**src/hdl/tdcc_pkg.sv**
```systemverilog
package tdcc_pkg;

   localparam int KIND_W = 2;
   localparam int SUB_W  = 7;
   localparam int SEC_W  = 6;
   localparam int MIN_W  = 6;
   localparam int HOUR_W = 5;
   localparam int DAY_W  = 5;
   localparam int MON_W  = 4;
   localparam int YEAR_W = 16;
   localparam int CNT_W  = 32;

   // item kinds
   localparam logic [KIND_W-1:0] KIND_TICK  = 2'd0;
   localparam logic [KIND_W-1:0] KIND_LOAD  = 2'd1;
   localparam logic [KIND_W-1:0] KIND_START = 2'd2;

   localparam logic [SUB_W-1:0]  SUB_LAST   = 7'd127;
   localparam logic [SEC_W-1:0]  SEC_LAST   = 6'd59;
   localparam logic [MIN_W-1:0]  MIN_LAST   = 6'd59;
   localparam logic [HOUR_W-1:0] HOUR_LAST  = 5'd23;
   localparam logic [MON_W-1:0]  MONTH_LAST = 4'd12;

   localparam logic [DAY_W-1:0]  DAY_FIRST   = 5'd1;
   localparam logic [MON_W-1:0]  MONTH_FIRST = 4'd1;
   localparam logic [YEAR_W-1:0] YEAR_RESET  = 16'd2000;

   localparam logic [MON_W-1:0] MONTH_FEB = 4'd2;
   localparam logic [MON_W-1:0] MONTH_APR = 4'd4;
   localparam logic [MON_W-1:0] MONTH_JUN = 4'd6;
   localparam logic [MON_W-1:0] MONTH_SEP = 4'd9;
   localparam logic [MON_W-1:0] MONTH_NOV = 4'd11;

   // pulse flags carried with each result
   typedef struct packed {
      logic day;
      logic hour;
      logic minute;
      logic second;
   } pulse_type;

   // days in a month; unknown month codes count as 31
   function automatic logic [DAY_W-1:0] month_days(input logic [MON_W-1:0] month,
                                                   input logic leap);
      logic [DAY_W-1:0] days;
      case (month) inside
         MONTH_APR, MONTH_JUN, MONTH_SEP, MONTH_NOV: days = 5'd30;
         MONTH_FEB: days = leap ? 5'd29 : 5'd28;
         default: days = 5'd31;
      endcase
      return days;
   endfunction

endpackage

```
**src/hdl/tick_driven_calendar_clock_top.sv**
```systemverilog
// Tick-driven real-time clock and calendar, 128 ticks per second.
//
// Request channel (req_*): one item per transfer. req_kind selects a tick,
// a calendar load (req_load_* fields) or a start, which clears the
// sub-second count and the since-start tick counter.
// Response channel (rsp_*): exactly one result per request, in order: the
// calendar after the item, one-shot second/minute/hour/day pulses (set only
// by the tick that completes the unit) and two wrapping 32-bit tick counts.
//
// The calendar registers are the result register, so a request's result is
// registered and shows from the cycle after the request transfers.
// Throughput is one item per cycle while the receiver keeps rsp_ready high;
// a new request is taken in the same cycle that the pending result transfers out.
// When the receiver stalls, the held result stays put and req_ready drops
// until that result transfers.
// Reset (synchronous, active high) sets 00:00:00 on day 1, month 1, year
// 2000, clears both tick counters and the pulses, and empties the result.
// The leap-year flag trails the year register via registers quot_ff/year_ff, then leap_ff;
// a day rollover needs at least 128 ticks after any year change, so it never sees it stale.
module tick_driven_calendar_clock_top (
   input  logic                         clock,
   input  logic                         reset,

   input  logic                         req_valid,
   output logic                         req_ready,
   input  logic [tdcc_pkg::KIND_W-1:0]  req_kind,
   input  logic [tdcc_pkg::SEC_W-1:0]   req_load_second,
   input  logic [tdcc_pkg::MIN_W-1:0]   req_load_minute,
   input  logic [tdcc_pkg::HOUR_W-1:0]  req_load_hour,
   input  logic [tdcc_pkg::DAY_W-1:0]   req_load_day,
   input  logic [tdcc_pkg::MON_W-1:0]   req_load_month,
   input  logic [tdcc_pkg::YEAR_W-1:0]  req_load_year,

   output logic                         rsp_valid,
   input  logic                         rsp_ready,
   output logic [tdcc_pkg::SEC_W-1:0]   rsp_cur_second,
   output logic [tdcc_pkg::MIN_W-1:0]   rsp_cur_minute,
   output logic [tdcc_pkg::HOUR_W-1:0]  rsp_cur_hour,
   output logic [tdcc_pkg::DAY_W-1:0]   rsp_cur_day,
   output logic [tdcc_pkg::MON_W-1:0]   rsp_cur_month,
   output logic [tdcc_pkg::YEAR_W-1:0]  rsp_cur_year,
   output logic                         rsp_second_pulse,
   output logic                         rsp_minute_pulse,
   output logic                         rsp_hour_pulse,
   output logic                         rsp_day_pulse,
   output logic [tdcc_pkg::CNT_W-1:0]   rsp_ticks_since_start,
   output logic [tdcc_pkg::CNT_W-1:0]   rsp_total_ticks
);

   logic                         accept;
   logic                         rsp_valid_ff, rsp_valid_in;

   // calendar and counter state, doubling as the result register
   logic [tdcc_pkg::SUB_W-1:0]   sub_ff,   sub_in;
   logic [tdcc_pkg::SEC_W-1:0]   sec_ff,   sec_in;
   logic [tdcc_pkg::MIN_W-1:0]   min_ff,   min_in;
   logic [tdcc_pkg::HOUR_W-1:0]  hour_ff,  hour_in;
   logic [tdcc_pkg::DAY_W-1:0]   day_ff,   day_in;
   logic [tdcc_pkg::MON_W-1:0]   month_ff, month_in;
   logic [tdcc_pkg::YEAR_W-1:0]  year_ff,  year_in;
   logic [tdcc_pkg::CNT_W-1:0]   start_ff, start_in;
   logic [tdcc_pkg::CNT_W-1:0]   run_ff,   run_in;
   tdcc_pkg::pulse_type          pulse_ff, pulse_in;

   logic                         leap;
   logic [tdcc_pkg::DAY_W-1:0]   mdays;

   tdcc_leap u_leap (
      .clock (clock),
      .year  (year_ff),
      .leap  (leap)
   );

   assign mdays = tdcc_pkg::month_days(month_ff, leap);

   // a pending result may leave in the same cycle a new item arrives
   assign req_ready = !rsp_valid_ff || rsp_ready;
   assign accept    = req_valid && req_ready;

   always_comb begin
      rsp_valid_in = rsp_valid_ff;
      if (accept) begin
         rsp_valid_in = 1'b1;
      end else if (rsp_ready) begin
         rsp_valid_in = 1'b0;
      end
   end

   // next state for the item at the input
   always_comb begin
      sub_in   = sub_ff;
      sec_in   = sec_ff;
      min_in   = min_ff;
      hour_in  = hour_ff;
      day_in   = day_ff;
      month_in = month_ff;
      year_in  = year_ff;
      start_in = start_ff;
      run_in   = run_ff;
      pulse_in = '0;

      unique case (req_kind)
         tdcc_pkg::KIND_TICK: begin
            start_in = start_ff + 1'b1;
            run_in   = run_ff + 1'b1;
            sub_in   = sub_ff + 1'b1;
            if (sub_ff == tdcc_pkg::SUB_LAST) begin
               pulse_in.second = 1'b1;
               if (sec_ff >= tdcc_pkg::SEC_LAST) begin
                  sec_in = '0;
                  pulse_in.minute = 1'b1;
                  if (min_ff >= tdcc_pkg::MIN_LAST) begin
                     min_in = '0;
                     pulse_in.hour = 1'b1;
                     if (hour_ff >= tdcc_pkg::HOUR_LAST) begin
                        hour_in = '0;
                        pulse_in.day = 1'b1;
                        // day rollover; past-end days start the next month
                        if (day_ff >= mdays) begin
                           day_in = tdcc_pkg::DAY_FIRST;
                           if (month_ff >= tdcc_pkg::MONTH_LAST) begin
                              month_in = tdcc_pkg::MONTH_FIRST;
                              year_in  = year_ff + 1'b1;
                           end else begin
                              month_in = month_ff + 1'b1;
                           end
                        end else begin
                           day_in = day_ff + 1'b1;
                        end
                     end else begin
                        hour_in = hour_ff + 1'b1;
                     end
                  end else begin
                     min_in = min_ff + 1'b1;
                  end
               end else begin
                  sec_in = sec_ff + 1'b1;
               end
            end
         end
         tdcc_pkg::KIND_LOAD: begin
            sec_in   = req_load_second;
            min_in   = req_load_minute;
            hour_in  = req_load_hour;
            day_in   = req_load_day;
            month_in = req_load_month;
            year_in  = req_load_year;
            sub_in   = '0;
         end
         tdcc_pkg::KIND_START: begin
            sub_in   = '0;
            start_in = '0;
         end
         default: begin
            // unused kind: state kept, pulses low
         end
      endcase
   end

   always_ff @(posedge clock) begin
      if (reset) begin
         rsp_valid_ff <= 1'b0;
         sub_ff       <= '0;
         sec_ff       <= '0;
         min_ff       <= '0;
         hour_ff      <= '0;
         day_ff       <= tdcc_pkg::DAY_FIRST;
         month_ff     <= tdcc_pkg::MONTH_FIRST;
         year_ff      <= tdcc_pkg::YEAR_RESET;
         start_ff     <= '0;
         run_ff       <= '0;
         pulse_ff     <= '0;
      end else begin
         rsp_valid_ff <= rsp_valid_in;
         if (accept) begin
            sub_ff   <= sub_in;
            sec_ff   <= sec_in;
            min_ff   <= min_in;
            hour_ff  <= hour_in;
            day_ff   <= day_in;
            month_ff <= month_in;
            year_ff  <= year_in;
            start_ff <= start_in;
            run_ff   <= run_in;
            pulse_ff <= pulse_in;
         end
      end
   end

   assign rsp_valid             = rsp_valid_ff;
   assign rsp_cur_second        = sec_ff;
   assign rsp_cur_minute        = min_ff;
   assign rsp_cur_hour          = hour_ff;
   assign rsp_cur_day           = day_ff;
   assign rsp_cur_month         = month_ff;
   assign rsp_cur_year          = year_ff;
   assign rsp_second_pulse      = pulse_ff.second;
   assign rsp_minute_pulse      = pulse_ff.minute;
   assign rsp_hour_pulse        = pulse_ff.hour;
   assign rsp_day_pulse         = pulse_ff.day;
   assign rsp_ticks_since_start = start_ff;
   assign rsp_total_ticks       = run_ff;

endmodule

```
**src/hdl/tdcc_leap.sv**
```systemverilog
// Leap-year flag for the current year, registered via quot_ff/year_ff, then leap_ff.
// div by 100 = div4 & div25, div by 400 = div16 & div25.
module tdcc_leap (
   input  logic                       clock,
   input  logic [tdcc_pkg::YEAR_W-1:0] year,
   output logic                       leap
);

   // ceil(2^17 / 25): quotient is exact for every 16-bit multiple of 25,
   // and may run one high otherwise, which the compare below still rejects
   localparam int RECIP_W = 13;
   localparam logic [RECIP_W-1:0] RECIP_25 = 13'd5243;
   localparam int PROD_W  = tdcc_pkg::YEAR_W + RECIP_W;
   localparam int QUOT_W  = 12;

   logic [PROD_W-1:0]          prod;
   logic [QUOT_W-1:0]          quot_in, quot_ff;
   logic [tdcc_pkg::YEAR_W-1:0] year_ff;
   logic [QUOT_W+4:0]          back;
   logic                       div4, div16, div25;
   logic                       leap_in, leap_ff;

   assign prod    = PROD_W'(year) * PROD_W'(RECIP_25);
   assign quot_in = prod[PROD_W-1 -: QUOT_W];

   always_ff @(posedge clock) begin
      quot_ff <= quot_in;
      year_ff <= year;
      leap_ff <= leap_in;
   end

   // quotient times 25 as shifts and adds
   assign back  = ({5'd0, quot_ff} << 4) + ({5'd0, quot_ff} << 3) + {5'd0, quot_ff};
   assign div25 = (back == {1'b0, year_ff});
   assign div4  = (year_ff[1:0] == 2'd0);
   assign div16 = (year_ff[3:0] == 4'd0);

   assign leap_in = div4 && (!div25 || div16);
   assign leap    = leap_ff;

endmodule

```
**config.mk**
```make
export PLATFORM = sky130hd
export DESIGN_NAME = tick_driven_calendar_clock_top
export DESIGN_NICKNAME = d
export VERILOG_FILES = /design/src/hdl/tdcc_pkg.sv /design/src/hdl/tick_driven_calendar_clock_top.sv /design/src/hdl/tdcc_leap.sv
export SDC_FILE = /design/constraint.sdc
export NUM_CORES = 1
export LEC_CHECK = 0
export BUFFER_PORTS_ARGS = -buffer_cell sky130_fd_sc_hd__buf_2
export CORE_MARGIN = 1
export CORE_UTILIZATION = 54
export CTS_CLUSTER_DIAMETER = 30
export CTS_CLUSTER_SIZE = 14
export DETAILED_ROUTE_END_ITERATION = 6
export GPL_TIMING_DRIVEN = 0
export HOLD_SLACK_MARGIN = 0.1
export PLACE_DENSITY = 0.84
export SLEW_MARGIN = 5
export SYNTH_ARGS = -nofsm -noshare
export SYNTH_HDL_FRONTEND = slang
export SYNTH_HIERARCHICAL = 1
export SYNTH_SLANG_ARGS = --single-unit
```
**constraint.sdc**
```tcl
create_clock -name clock -period 5.19 [get_ports clock]
set_clock_uncertainty 0.2 [all_clocks]
set_input_delay 1.038 -clock clock [delete_from_list [all_inputs] [get_ports clock]]
set_output_delay 1.038 -clock clock [all_outputs]
set_load 0.02 [all_outputs]
```
==> summary.txt <==
GRT
  – Most crowded layer after global routing: met2
  – Gr ovfl total: 0
  – Vias in the first global route: 10442
  – Grt met3 use: 6.67%
  – Global-route wire length before repair: 52.7 mm
  – Initial antenna violation count: 1
  – GRT Total Usage: 29.8%
  – Grt met2 use: 47.1%
  – Pin count of the biggest net entering global routing: 17
  – Met1 Use GR: 39.1%

Final layout
  – Nets@finish: 1787
  – Layout cells sized above 1: 16.1%
  – Final non-filler cell total: 1807
  – Synth-to-Final Area Change: 16.4%
  – Commonest non-fill, non-tap cells in the layout: buf_2, inv_1, ha_1
  – Most common cell after layout, fill and taps aside: buf_2

Worst setup path
  – RR Endpoint: u_leap/quot_ff[11]
  – R2r setup slk: 0.15 ns
  – R2r startpoint: rsp_cur_year[12]
  – Worst-path fanout max: 12
  – Crit path required time: 5.35 ns
  – Worst-path cell chain: buf_4 -> ha_1 -> fa_2 -> fa_1 -> fa_1 -> inv_1 -> fa_1 -> inv_1 -> ha_1 -> a21oi_1 -> o21ai_0 -> nand3_1 -> o211ai_1 -> or4b_1 -> nand3_1 -> xnor2_1
  – Critical path class: reg2reg
  – Highest cell delay on the worst timing path: 0.61 ns
  – Setup crit start kind: register
  – CP max stage cell: fa_2
  – Crit end category: register
  – CP dominant cell by count: fa_1
  – CP arrival: 5.20 ns
  – Cells on worst reg2reg path: 16

Yosys
  – Post-Syn Area: 11700 sq um
  – Avg Cell Area, Syn: 8.86 sq um
  – EDFF count, synth: 0
  – Post-synth ARST share: 0%
  – Yosys reg bits: 147
  – Synth Net Count: 1592
  – Post-synth top flop: dfxtp_1
  – Syn Inst Count: 1322
  – Seq/Total Area, Yosys: 25.1%
  – YS warnings: 6
  – Library cells used by synthesis: 70

Timing
  – RSZ-0062 raised after global routing: yes
  – Pins Over Slew Limit: 0
  – Final worst setup slack: 0.151 ns
  – Min cycle time layout: 5.04 ns
  – Slew @ Worst Pin: 0.973 ns
  – Max_slew headroom: 34.9%
  – Final-report hold violation count: 0
  – Fmax: 198 MHz
  – Final worst-path cycle share: 97.1%
  – Final setup vio count: 0
  – Hold Slack: 0.275 ns

Run
  – # Max-Cap Violations: 0

Detailed routing
  – Residual DRC: 1
  – WL/cell: 18.3 microns
  – Via/cell ratio: 6.06
  – WL final: 33.0 mm
  – First-pass DRT Iterations: 7
  – Via count: 10942
  – Antenna-violating nets left: 0
  – Starting DRC count in detailed routing: 1161

Run status
  – Status: finished with violations
  – Failing checks: DRC

Clock tree
  – Clk_lat worst skew: 0.43 ns
  – CTS Buf Count: 17
  – Clock transition at path regs: 0.07 ns
  – CTS Sinks: 147
  – Clock Tree Buf Depth: 2
  – CTS tree: yes
  – Number of H-tree levels: 4
  – CTS root buffer: clkbuf_16

Floorplanning
  – I/O Pins: 160
  – Die width: 149 microns
  – Initial Utilization: 55.4%
  – FP Rows: 53
  – Die ar.: 22300 sq um
  – Core box area: 21200 sq um
  – Die H: 149 microns

Place
  – RD Place Congestion: 0.955
  – Pre-CTS setup slack: -0.376 ns
  – Post-detail-place hpwl: 24.8 mm
  – Port Buffer Count: 157
  – # placed instances: 1754

Min path
  – Hold Path Depth: 2
  – Hold path endpoint: rsp_day_pulse
  – HP Start: rsp_day_pulse
  – Type of the tightest min-delay check: reg2reg

Power
  – Maximum vdd ir drop: 227 uV
  – Power per cell area: 265 nW/um^2
  – Pwr Total: 3620 uW
  – Lkg Pwr: 0.00611 uW
what timing repair did:
action	4_1_cts	5_1_grt
buffers inserted	0	19
setup endpoints to repair	7	5
pin swaps	0	4
hold buffers	0	0
resized for setup	20	12
sequential cells by signal, summed over array words and instances, names as in the netlist:
register,flops
rsp_cur_second,6
rsp_cur_minute,6
rsp_valid,1
rsp_ticks_since_start,32
u_leap/leap,1
u_leap/quot_ff,12
sub_ff,7
rsp_hour_pulse,1
rsp_total_ticks,32
rsp_day_pulse,1
rsp_cur_day,5
rsp_cur_year,16
rsp_second_pulse,1
rsp_minute_pulse,1
u_leap/year_ff,16
rsp_cur_hour,5
rsp_cur_month,4
how the worst max path moves through the flow:
stage	cells after the start	from	slack, ns	to
6_report	16	rsp_cur_year[12]	0.15	u_leap/quot_ff[11]
3_3_place_gp	17	rsp_cur_year[4]	-0.30	u_leap/quot_ff[9]
2_1_floorplan	15	rsp_cur_year[12]	0.17	u_leap/quot_ff[11]
5_1_grt	15	rsp_cur_year[5]	-0.05	u_leap/quot_ff[9]
3_5_place_dp	17	rsp_cur_year[4]	-0.38	u_leap/quot_ff[9]
4_1_cts	15	rsp_cur_year[11]	0.03	u_leap/quot_ff[11]
metrics by stage:
| step | setup TNS (ns) | area, sq um | utilization [%] |
|---|---|---|---|
| floorplan | 0 | 11700 | - |
| global placement | -1.00 | 12800 | 60.7 |
| detailed placement | -1.36 | 12800 | 60.7 |
| CTS | 0 | 13400 | 63.5 |
| global route | -0.0677 | 13600 | 64.5 |
| finish | 0 | 13600 | 64.5 |
Yosys cell counts, types with 8 or more instances:
cell | number | share of area (%)
xnor2_1 | 48 | 3.6
inv_1 | 143 | 4.6
nor2_1 | 92 | 2.9
clkbuf_1 | 35 | 1.1
and3_1 | 14 | 0.75
a21oi_1 | 91 | 3.9
o211ai_1 | 13 | 0.83
xor2_1 | 23 | 1.7
or4_1 | 15 | 0.96
fa_1 | 84 | 14
nor4_1 | 16 | 0.85
nor3_1 | 34 | 1.5
ha_1 | 138 | 15
a211oi_1 | 11 | 0.70
a31oi_1 | 15 | 0.80
nand3_1 | 45 | 1.9
a311oi_1 | 9 | 0.67
o21ai_0 | 59 | 2.5
nand4_1 | 24 | 1.3
a21o_1 | 12 | 0.77
mux2i_1 | 8 | 0.68
o31ai_1 | 22 | 1.4
nand2_1 | 75 | 2.4
or3_1 | 27 | 1.4
dfxtp_1 | 147 | 25
metal layers:
| layer | part of all wire, % | wire length, microns |
|---|---|---|
| met3 | 7.1 | 2360 |
| met4 | 3.2 | 1040 |
| met1 | 43 | 14200 |
| met5 | 0 | 0 |
| met2 | 47 | 15400 |
kinds of logic after synthesis:
logic type	synth area share, %
AOI/OAI and AO/OA	17.0
xor gates and xnor gates	5.31
adders and majority gates	29.1
buffers and inverters	6.07
DFF	25.1
muxes	0.780
and+or+nand+nor	16.6
power by group:
part	internal (uW)	total, uW	leakage [uW]	switching, uW
combinational	533	1210	0.00464	681
sequential	1160	1210	0.00119	52.2
clock	637	1200	0.000276	558
total	2330	3620	0.00611	1290
critical path, delay by kind of cell (launching register included):
family	cells	cell delay, ns
adders and majority gates	6	2.77
and+or+nand+nor	3	0.77
AOI/OAI and AO/OA	3	0.46
DFF	1	0.40
buffers and inverters	3	0.26
xor gates and xnor gates	1	0.11
layout make-up:
type                       instances  area [sq um]
multi-input combinational        987          8090
fill                            1700          7510
tap                              275           344
clock buffer                      18           429
inverter                         144           541
sequential                       147          2990
timing repair buffer             176           941
antenna                            2          5.00
clock inverter                    14           134
buffer                            44           170
Power figures use the tool's default switching activity.
